`config.mk`:
```
export PLATFORM = sky130hd
export DESIGN_NAME = rtt_estimator_rto_unit
export DESIGN_NICKNAME = d
export VERILOG_FILES = /design/src/design/rtte_pkg.sv /design/src/design/rtte_csr.sv /design/src/design/rtte_estimator.sv /design/src/design/rtt_estimator_rto_unit.sv
export SDC_FILE = /design/constraint.sdc
export NUM_CORES = 1
export LEC_CHECK = 0
export BUFFER_PORTS_ARGS = -buffer_cell sky130_fd_sc_hd__buf_2
export CORE_MARGIN = 2
export CORE_UTILIZATION = 35
export CTS_BUF_LIST = sky130_fd_sc_hd__clkbuf_8
export CTS_CLUSTER_SIZE = 10
export DETAILED_ROUTE_END_ITERATION = 12
export PLACE_DENSITY_LB_ADDON = 0.25
export SLEW_MARGIN = 10
export SYNTH_ARGS = -nofsm -noshare
export SYNTH_HDL_FRONTEND = slang
export SYNTH_HIERARCHICAL = 1
export SYNTH_SLANG_ARGS = --single-unit
```
`constraint.sdc`:
```
create_clock -name clock -period 20.9 [get_ports clock]
set_clock_uncertainty 0.15 [all_clocks]
set_input_delay 2.09 -clock clock [delete_from_list [all_inputs] [get_ports clock]]
set_output_delay 2.09 -clock clock [all_outputs]
set_load 0.1 [all_outputs]
```
`src/design/rtte_pkg.sv`:
```
// ----------------------------------------------------------------------------
// RTT estimator package
// Request kinds, register indexes and fixed constants of the RTT estimator.
// ----------------------------------------------------------------------------
`default_nettype none

package rtte_pkg;

   typedef enum logic [1:0] {
      REQ_SAMPLE = 2'd0,
      REQ_LOOKUP = 2'd1,
      REQ_NORMAL = 2'd2,
      REQ_UNUSED = 2'd3
   } req_kind_type;

   localparam int CSR_ADDR_WIDTH = 3;

   typedef enum logic [CSR_ADDR_WIDTH-1:0] {
      CSR_VAR_GAIN     = 3'd0,
      CSR_RTO_FLOOR    = 3'd1,
      CSR_RTO_CEILING  = 3'd2,
      CSR_SAMPLE_FLOOR = 3'd3,
      CSR_INIT_SRTT    = 3'd4,
      CSR_INIT_DEV     = 3'd5
   } csr_index_type;

   localparam int GAIN_WIDTH   = 4;
   localparam int SRTT_SHIFT   = 3;   // smoothed RTT moves by one eighth
   localparam int DEV_SHIFT    = 2;   // deviation moves by one quarter
   localparam int NORMAL_SHIFT = 2;   // normal queries use four times the gain

   localparam logic [GAIN_WIDTH-1:0] VAR_GAIN_RESET = 4'd4;
   localparam longint RTO_FLOOR_RESET    = 200000;
   localparam longint RTO_CEILING_RESET  = 60000000;
   localparam longint SAMPLE_FLOOR_RESET = 500;
   localparam longint INIT_SRTT_RESET    = 100000;
   localparam longint INIT_DEV_RESET     = 50000;

   // Decoded request of the item in the input register.
   typedef struct packed {
      logic         valid;
      req_kind_type kind;
   } req_ctrl_type;

endpackage

`default_nettype wire

```
`src/design/rtte_csr.sv`:
```
// ----------------------------------------------------------------------------
// RTT estimator configuration registers
// Holds the gain, clamp limits, sample floor and initial estimator values.
// ----------------------------------------------------------------------------
`default_nettype none

module rtte_csr
   import rtte_pkg::*;
#(
   parameter int TIME_BITS = 26
) (
   input  wire logic                      clock,
   input  wire logic                      reset,
   input  wire logic                      csr_wen,
   input  wire logic [CSR_ADDR_WIDTH-1:0] csr_addr,
   input  wire logic [TIME_BITS-1:0]      csr_wdata,
   output logic      [GAIN_WIDTH-1:0]     var_gain,
   output logic      [TIME_BITS-1:0]      rto_floor,
   output logic      [TIME_BITS-1:0]      rto_ceiling,
   output logic      [TIME_BITS-1:0]      sample_floor,
   output logic      [TIME_BITS-1:0]      init_srtt,
   output logic      [TIME_BITS-1:0]      init_dev
);

   logic [GAIN_WIDTH-1:0] var_gain_ff;
   logic [TIME_BITS-1:0]  rto_floor_ff;
   logic [TIME_BITS-1:0]  rto_ceiling_ff;
   logic [TIME_BITS-1:0]  sample_floor_ff;
   logic [TIME_BITS-1:0]  init_srtt_ff;
   logic [TIME_BITS-1:0]  init_dev_ff;

   always_ff @(posedge clock) begin
      if (reset) begin
         var_gain_ff     <= VAR_GAIN_RESET;
         rto_floor_ff    <= TIME_BITS'(RTO_FLOOR_RESET);
         rto_ceiling_ff  <= TIME_BITS'(RTO_CEILING_RESET);
         sample_floor_ff <= TIME_BITS'(SAMPLE_FLOOR_RESET);
         init_srtt_ff    <= TIME_BITS'(INIT_SRTT_RESET);
         init_dev_ff     <= TIME_BITS'(INIT_DEV_RESET);
      end else if (csr_wen) begin
         case (csr_index_type'(csr_addr))
            CSR_VAR_GAIN:     var_gain_ff     <= csr_wdata[GAIN_WIDTH-1:0];
            CSR_RTO_FLOOR:    rto_floor_ff    <= csr_wdata;
            CSR_RTO_CEILING:  rto_ceiling_ff  <= csr_wdata;
            CSR_SAMPLE_FLOOR: sample_floor_ff <= csr_wdata;
            CSR_INIT_SRTT:    init_srtt_ff    <= csr_wdata;
            CSR_INIT_DEV:     init_dev_ff     <= csr_wdata;
            default: ;
         endcase
      end
   end

   assign var_gain     = var_gain_ff;
   assign rto_floor    = rto_floor_ff;
   assign rto_ceiling  = rto_ceiling_ff;
   assign sample_floor = sample_floor_ff;
   assign init_srtt    = init_srtt_ff;
   assign init_dev     = init_dev_ff;

endmodule

`default_nettype wire

```
`src/design/rtte_estimator.sv`:
```
// ----------------------------------------------------------------------------
// RTT estimator datapath
// Smoothed RTT and mean deviation registers with the sample update and the
// clamped RTO computed in one pass for the item in the input register.
// ----------------------------------------------------------------------------
`default_nettype none

module rtte_estimator
   import rtte_pkg::*;
#(
   parameter int TIME_BITS = 26,
   parameter int FRAC_BITS = 3
) (
   input  wire logic                  clock,
   input  wire logic                  reset,
   input  wire req_ctrl_type          ctrl,       // valid means the item retires now
   input  wire logic [TIME_BITS-1:0]  sample,
   input  wire logic [GAIN_WIDTH-1:0] var_gain,
   input  wire logic [TIME_BITS-1:0]  rto_floor,
   input  wire logic [TIME_BITS-1:0]  rto_ceiling,
   input  wire logic [TIME_BITS-1:0]  sample_floor,
   input  wire logic [TIME_BITS-1:0]  init_srtt,
   input  wire logic [TIME_BITS-1:0]  init_dev,
   output logic      [TIME_BITS-1:0]  rto
);

   localparam int EST_W  = TIME_BITS + FRAC_BITS;
   localparam int PROD_W = EST_W + GAIN_WIDTH;
   localparam int SUM_W  = PROD_W + NORMAL_SHIFT + 1;
   localparam int RAW_W  = SUM_W - FRAC_BITS;

   logic [EST_W-1:0]  srtt_ff, srtt_in;
   logic [EST_W-1:0]  dev_ff, dev_in;
   logic              init_ff, init_in;

   logic [EST_W-1:0]  target;
   logic              srtt_up, dev_up;
   logic [EST_W-1:0]  err, dev_diff;
   logic [EST_W-1:0]  srtt_upd, dev_upd;
   logic              load;
   logic [EST_W-1:0]  srtt_use, dev_use;
   logic [PROD_W-1:0] prod;
   logic [SUM_W-1:0]  term, sum;
   logic [RAW_W-1:0]  rto_raw;

   // Sample update: each estimator steps toward its target, truncated toward zero.
   assign target   = {sample, {FRAC_BITS{1'b0}}};
   assign srtt_up  = target >= srtt_ff;
   assign err      = srtt_up ? target - srtt_ff : srtt_ff - target;
   assign srtt_upd = srtt_up ? srtt_ff + (err >> SRTT_SHIFT)
                             : srtt_ff - (err >> SRTT_SHIFT);
   assign dev_up   = err >= dev_ff;
   assign dev_diff = dev_up ? err - dev_ff : dev_ff - err;
   assign dev_upd  = dev_up ? dev_ff + (dev_diff >> DEV_SHIFT)
                            : dev_ff - (dev_diff >> DEV_SHIFT);

   // The first lookup sees the initial values straight away.
   assign load     = (ctrl.kind == REQ_LOOKUP) && !init_ff;
   assign srtt_use = load ? {init_srtt, {FRAC_BITS{1'b0}}} : srtt_ff;
   assign dev_use  = load ? {init_dev, {FRAC_BITS{1'b0}}} : dev_ff;

   assign prod    = PROD_W'(dev_use) * PROD_W'(var_gain);
   assign term    = (ctrl.kind == REQ_NORMAL) ? (SUM_W'(prod) << NORMAL_SHIFT)
                                              : SUM_W'(prod);
   assign sum     = SUM_W'(srtt_use) + term;
   assign rto_raw = sum[SUM_W-1:FRAC_BITS];

   always_comb begin
      if (rto_raw < RAW_W'(rto_floor)) begin
         rto = rto_floor;
      end else if (rto_raw > RAW_W'(rto_ceiling)) begin
         rto = rto_ceiling;
      end else begin
         rto = rto_raw[TIME_BITS-1:0];
      end
   end

   always_comb begin
      srtt_in = srtt_ff;
      dev_in  = dev_ff;
      init_in = init_ff;
      if (ctrl.valid) begin
         case (ctrl.kind)
            REQ_SAMPLE: begin
               if (sample >= sample_floor) begin
                  srtt_in = srtt_upd;
                  dev_in  = dev_upd;
               end
            end
            REQ_LOOKUP: begin
               if (load) begin
                  srtt_in = srtt_use;
                  dev_in  = dev_use;
                  init_in = 1'b1;
               end
            end
            default: ;
         endcase
      end
   end

   always_ff @(posedge clock) begin
      if (reset) begin
         srtt_ff <= '0;
         dev_ff  <= '0;
         init_ff <= 1'b0;
      end else begin
         srtt_ff <= srtt_in;
         dev_ff  <= dev_in;
         init_ff <= init_in;
      end
   end

endmodule

`default_nettype wire

```
`src/design/rtt_estimator_rto_unit.sv`:
```
// ----------------------------------------------------------------------------
// RTT estimator with retransmission timeout
// Jacobson round-trip estimator: samples update the smoothed RTT and mean
// deviation, queries return the clamped RTO.
//
//   Channel  Dir  Handshake                Contents
//   req      in   req_tvalid/req_tready    tuser: kind; tdata: sample in us
//   rsp      out  rsp_tvalid/rsp_tready    tdata: clamped RTO in us
//   csr      in   csr_wen                  csr_addr selects, csr_wdata value
//
// One item per cycle while no stalled result holds a query. A query passes
// through the input register, then through the estimator's multiply-add-clamp
// pass into the result register, from which its RTO is presented.
// Reset is synchronous and clears both registers' valid flags and the
// estimators, and reloads the configuration defaults. A stalled result holds
// the query behind it, but sample items still retire and update the estimators.
// ----------------------------------------------------------------------------
`default_nettype none

module rtt_estimator_rto_unit
   import rtte_pkg::*;
#(
   parameter int TIME_BITS = 26,
   parameter int FRAC_BITS = 3
) (
   input  wire logic                          clock,
   input  wire logic                          reset,
   input  wire logic                          req_tvalid,
   output logic                               req_tready,
   input  wire logic [((TIME_BITS+7)/8)*8-1:0] req_tdata,  // [TIME_BITS-1:0] sample_us
   input  wire logic [1:0]                    req_tuser,  // [1:0] req_type
   output logic                               rsp_tvalid,
   input  wire logic                          rsp_tready,
   output logic      [((TIME_BITS+7)/8)*8-1:0] rsp_tdata,  // [TIME_BITS-1:0] rto_us
   input  wire logic                          csr_wen,
   input  wire logic [CSR_ADDR_WIDTH-1:0]     csr_addr,
   input  wire logic [TIME_BITS-1:0]          csr_wdata
);

   localparam int DATA_W = ((TIME_BITS + 7) / 8) * 8;

   logic [GAIN_WIDTH-1:0] var_gain;
   logic [TIME_BITS-1:0]  rto_floor, rto_ceiling, sample_floor, init_srtt, init_dev;

   logic                  in_valid_ff, in_valid_in;
   req_kind_type          in_kind_ff;
   logic [TIME_BITS-1:0]  in_sample_ff;
   logic                  out_valid_ff, out_valid_in;
   logic [TIME_BITS-1:0]  out_rto_ff;

   logic                  req_fire;
   logic                  has_result;
   logic                  out_free;
   logic                  retire;
   req_ctrl_type          ctrl;
   logic [TIME_BITS-1:0]  rto;

   assign has_result = (in_kind_ff == REQ_LOOKUP) || (in_kind_ff == REQ_NORMAL);
   assign out_free   = !out_valid_ff || rsp_tready;
   assign retire     = in_valid_ff && (!has_result || out_free);
   assign req_tready = !in_valid_ff || retire;
   assign req_fire   = req_tvalid && req_tready;

   assign ctrl.valid = retire;
   assign ctrl.kind  = in_kind_ff;

   assign in_valid_in  = req_fire || (in_valid_ff && !retire);
   assign out_valid_in = (retire && has_result) || (out_valid_ff && !rsp_tready);

   always_ff @(posedge clock) begin
      if (reset) begin
         in_valid_ff  <= 1'b0;
         out_valid_ff <= 1'b0;
      end else begin
         in_valid_ff  <= in_valid_in;
         out_valid_ff <= out_valid_in;
      end
   end

   always_ff @(posedge clock) begin
      if (req_fire) begin
         in_kind_ff   <= req_kind_type'(req_tuser);
         in_sample_ff <= req_tdata[TIME_BITS-1:0];
      end
      if (retire && has_result) begin
         out_rto_ff <= rto;
      end
   end

   rtte_csr #(
      .TIME_BITS (TIME_BITS)
   ) u_csr (
      .clock        (clock),
      .reset        (reset),
      .csr_wen      (csr_wen),
      .csr_addr     (csr_addr),
      .csr_wdata    (csr_wdata),
      .var_gain     (var_gain),
      .rto_floor    (rto_floor),
      .rto_ceiling  (rto_ceiling),
      .sample_floor (sample_floor),
      .init_srtt    (init_srtt),
      .init_dev     (init_dev)
   );

   rtte_estimator #(
      .TIME_BITS (TIME_BITS),
      .FRAC_BITS (FRAC_BITS)
   ) u_est (
      .clock        (clock),
      .reset        (reset),
      .ctrl         (ctrl),
      .sample       (in_sample_ff),
      .var_gain     (var_gain),
      .rto_floor    (rto_floor),
      .rto_ceiling  (rto_ceiling),
      .sample_floor (sample_floor),
      .init_srtt    (init_srtt),
      .init_dev     (init_dev),
      .rto          (rto)
   );

   assign rsp_tvalid = out_valid_ff;
   assign rsp_tdata  = DATA_W'(out_rto_ff);

endmodule

`default_nettype wire

```
==> impl_metrics.json <==
{
  "powerDensity_nw_per_um2": 90.0,
  "dp_hpwl_mm": 75.0,
  "critical_path.most_common_cell": "ha_1",
  "coreArea_um2": 80400,
  "wl_per_cell_um": 20.5,
  "synth_top_area_frac": 0.138,
  "place.gp.congestion": 0.961,
  "clock_latency_ns": 0.66,
  "dieArea_um2": 83400,
  "ys_seq_elements": 249,
  "synth_edf_count": 54,
  "layout_min_cycle_time_ns": 12.54,
  "hold_buffers": 0,
  "synthSimpleGateAreaFrac": 0.185,
  "synthXorXnorAreaFrac": 0.0604,
  "num_io_pins": 102,
  "cts_tree": "yes",
  "finalSetupViolCount": 0,
  "start_kind": "register",
  "ys.warnings.count": 6,
  "max_freq_mhz": 79.7,
  "cap_violations": 0,
  "peakVddDrop_mv": 0.0532,
  "setup_slack_ns": 8.36,
  "crit_arrival_ns": 12.95,
  "die_h_um": 289,
  "grtUsageTotal": 0.221,
  "overflow": 0,
  "cp_max_fo": 36,
  "initial_core_util": 0.353,
  "syn_inst": 3524,
  "final_area_um2": 30600,
  "drt_iter0_markers": 2103,
  "cp_num_buf_inv": 3,
  "cts.repair.resized": 0,
  "drive_above_1_share": 0.0677,
  "endpoint_kind": "register",
  "rr_worst_depth": 40,
  "wirelength_mm": 94.5,
  "rsz0062_at_grt": "no",
  "synthesis.area_um2": 28400,
  "post_cts_buffers": 0,
  "h-tree-depth": 2,
  "min_period_over_period": 0.600,
  "min_to": "u_csr/rto_floor[4]",
  "area_delta_synth_final_pct": 7.63,
  "r2r_end": "u_est/dev_ff[28]",
  "cts-root-buf": "clkbuf_8",
  "path_class": "reg -> reg",
  "cp_top_family": "compound AO/OA/AOI/OAI gates",
  "timing.slew.headroom": 0.170,
  "synth-async-reset-ratio": 0,
  "synth_top_family_by_area": "compound AO/OA/AOI/OAI gates",
  "outcome": "finished, final reports clean",
  "place_ws_ns": 8.67,
  "avgSynthCellArea_um2": 8.06,
  "synthTopCellsByCount": "inv_1, ha_1, nand2_1",
  "synth_top_cell_by_area": "ha_1",
  "p_leak_nw": 14.1,
  "synth-seq-area-share": 0.195,
  "rrSetupSlack_ns": 8.36,
  "setup_tns_ns": 0,
  "final_nets": 3963,
  "whs_path_depth": 2,
  "remaining_drc_errors": 0,
  "cpMaxStageDelayCell": "or3_1",
  "synthAdderAreaFrac": 0.178,
  "cts_num_sinks": 249,
  "antenna_found_initial": 1,
  "grt_pass1_vias": 23800,
  "fp.dieW_um": 289,
  "grt_max_degree": 97,
  "hold_violations": 0,
  "std_cell_rows": 104,
  "hold_class": "reg -> reg",
  "io_buffers": 89,
  "path_clk_slew_ns": 0.06,
  "synth-main-ff-cell": "dfxtp_1",
  "synthTopCellsByArea": "ha_1, dfxtp_1, mux2i_1",
  "dpl_cell_area_um2": 29600,
  "drv_slew": 0,
  "viasPerCell": 5.52,
  "cts_buffer_depth": 3,
  "num_vias": 25500,
  "drtAntennaViolNets": 0,
  "synth_cell_types": 98,
  "grt_pass1_wl_mm": 143,
  "drtPass1Iterations": 6,
  "cp.required_ns": 21.31,
  "cts_buffers": 49,
  "hold_start": "u_csr/rto_floor[4]",
  "worst_pin_slew_ns": 1.21,
  "synth_compound_area_frac": 0.218,
  "synth_mux_area_frac": 0.0909,
  "slowest_delay_ns": 0.71,
  "r2r-start": "in_sample_ff[12]",
  "post-route-util": 0.380,
  "yosysMostFrequentCell": "inv_1"
}
-- worst min-delay path: cells and delay by family (launching register included) --
| family | cells | cell delay [ns] |
|---|---|---|
| and+or+nand+nor | 1 | 0.06 |
| DFF | 1 | 0.31 |
| muxes | 1 | 0.06 |
-- how the worst max path moves through the flow --
| stage | startpoint | end | slack [ns] | depth (start not counted) |
|---|---|---|---|---|
| floorplan | in_sample_ff[13] | u_est/dev_ff[25] | 11.63 | 43 |
| global placement | in_sample_ff[12] | u_est/dev_ff[28] | 8.56 | 40 |
| detailed placement | in_sample_ff[12] | u_est/dev_ff[28] | 8.67 | 40 |
| CTS | in_sample_ff[12] | u_est/dev_ff[28] | 8.60 | 40 |
| global route | in_sample_ff[12] | u_est/dev_ff[28] | 7.78 | 40 |
| finish | in_sample_ff[12] | u_est/dev_ff[28] | 8.36 | 40 |
-- state kept, by name, indices dropped and copies added (netlist names), 2 cells and up --
name	flops
u_est/dev_ff	29
u_est/srtt_ff	29
in_sample_ff	26
out_rto_ff	26
u_csr/init_dev	26
u_csr/init_srtt	26
u_csr/rto_ceiling	26
u_csr/rto_floor	26
u_csr/sample_floor	26
u_csr/var_gain	4
in_kind_ff	2
-- report_power, final --
group	leakage [nW]	internal, mW	switching [mW]
Sequential	2.10	0.519	0.0234
Combinational	11.4	0.656	1.05
Clock	0.516	0.258	0.243
Total	14.1	1.43	1.32
-- logic make-up after synthesis --
kind of cell	Yosys count
AOI/OAI and AO/OA	935
other	1
xor gates and xnor gates	195
muxes	257
adders and majority gates	370
DFF	249
and+or+nand+nor	1025
buffers and inverters	492
-- metrics by stage --
step | hold slack, ns | instances | power [mW]
detailed placement | 0.312 | 4534 | 2.23
floorplan | 0.299 | 3529 | 1.85
global placement | 0.311 | 4534 | 2.23
global route | 0.345 | 4621 | 2.95
CTS | 0.327 | 4620 | 2.74
finish | 0.324 | 4621 | 2.75
-- placed cells by master, fill, tap and decap left out, types with 9 or more instances in the layout --
cell and count:
nand3_1 47, a211oi_1 58, nand2b_1 171, o22ai_1 10
mux2i_1 250, a211o_1 14, o21a_1 46, a31oi_1 43
and3_1 30, o21bai_1 29, xor2_1 59, clkbuf_8 53
nor4_1 12, or3_1 18, nor2b_1 88, buf_2 88
a21oi_1 256, nand4_1 48, nand2_1 274, fa_1 57
nor2_1 208, ha_1 313, edfxtp_1 54, and4_1 11
inv_1 326, dfxtp_1 195, o211ai_1 14, a311oi_1 24
a21o_1 139, nor3_1 35, o21ai_0 172, clkinv_2 10
buf_4 31, xnor2_1 135, a221oi_1 9, o31ai_1 25
and2_1 33
-- metal layers --
metal / part of all wire / track usage
met3: 0.049 / 0.0218
met5: 0 / 0
met4: 0.023 / 0.0515
met2: 0.45 / 0.355
met1: 0.48 / 0.318
-- cell type report --
| type | count | area, um2 |
|---|---|---|
| fillers | 8552 | 49900 |
| multi-input cells | 2788 | 20900 |
| flip-flops and latches | 249 | 5530 |
| well taps | 1060 | 1330 |
| inverters | 317 | 1190 |
| clock buffers | 53 | 729 |
| repair buffers | 120 | 684 |
| clock inverters | 33 | 213 |
| diodes | 1 | 2.50 |
(Power assumes the default switching activity.)
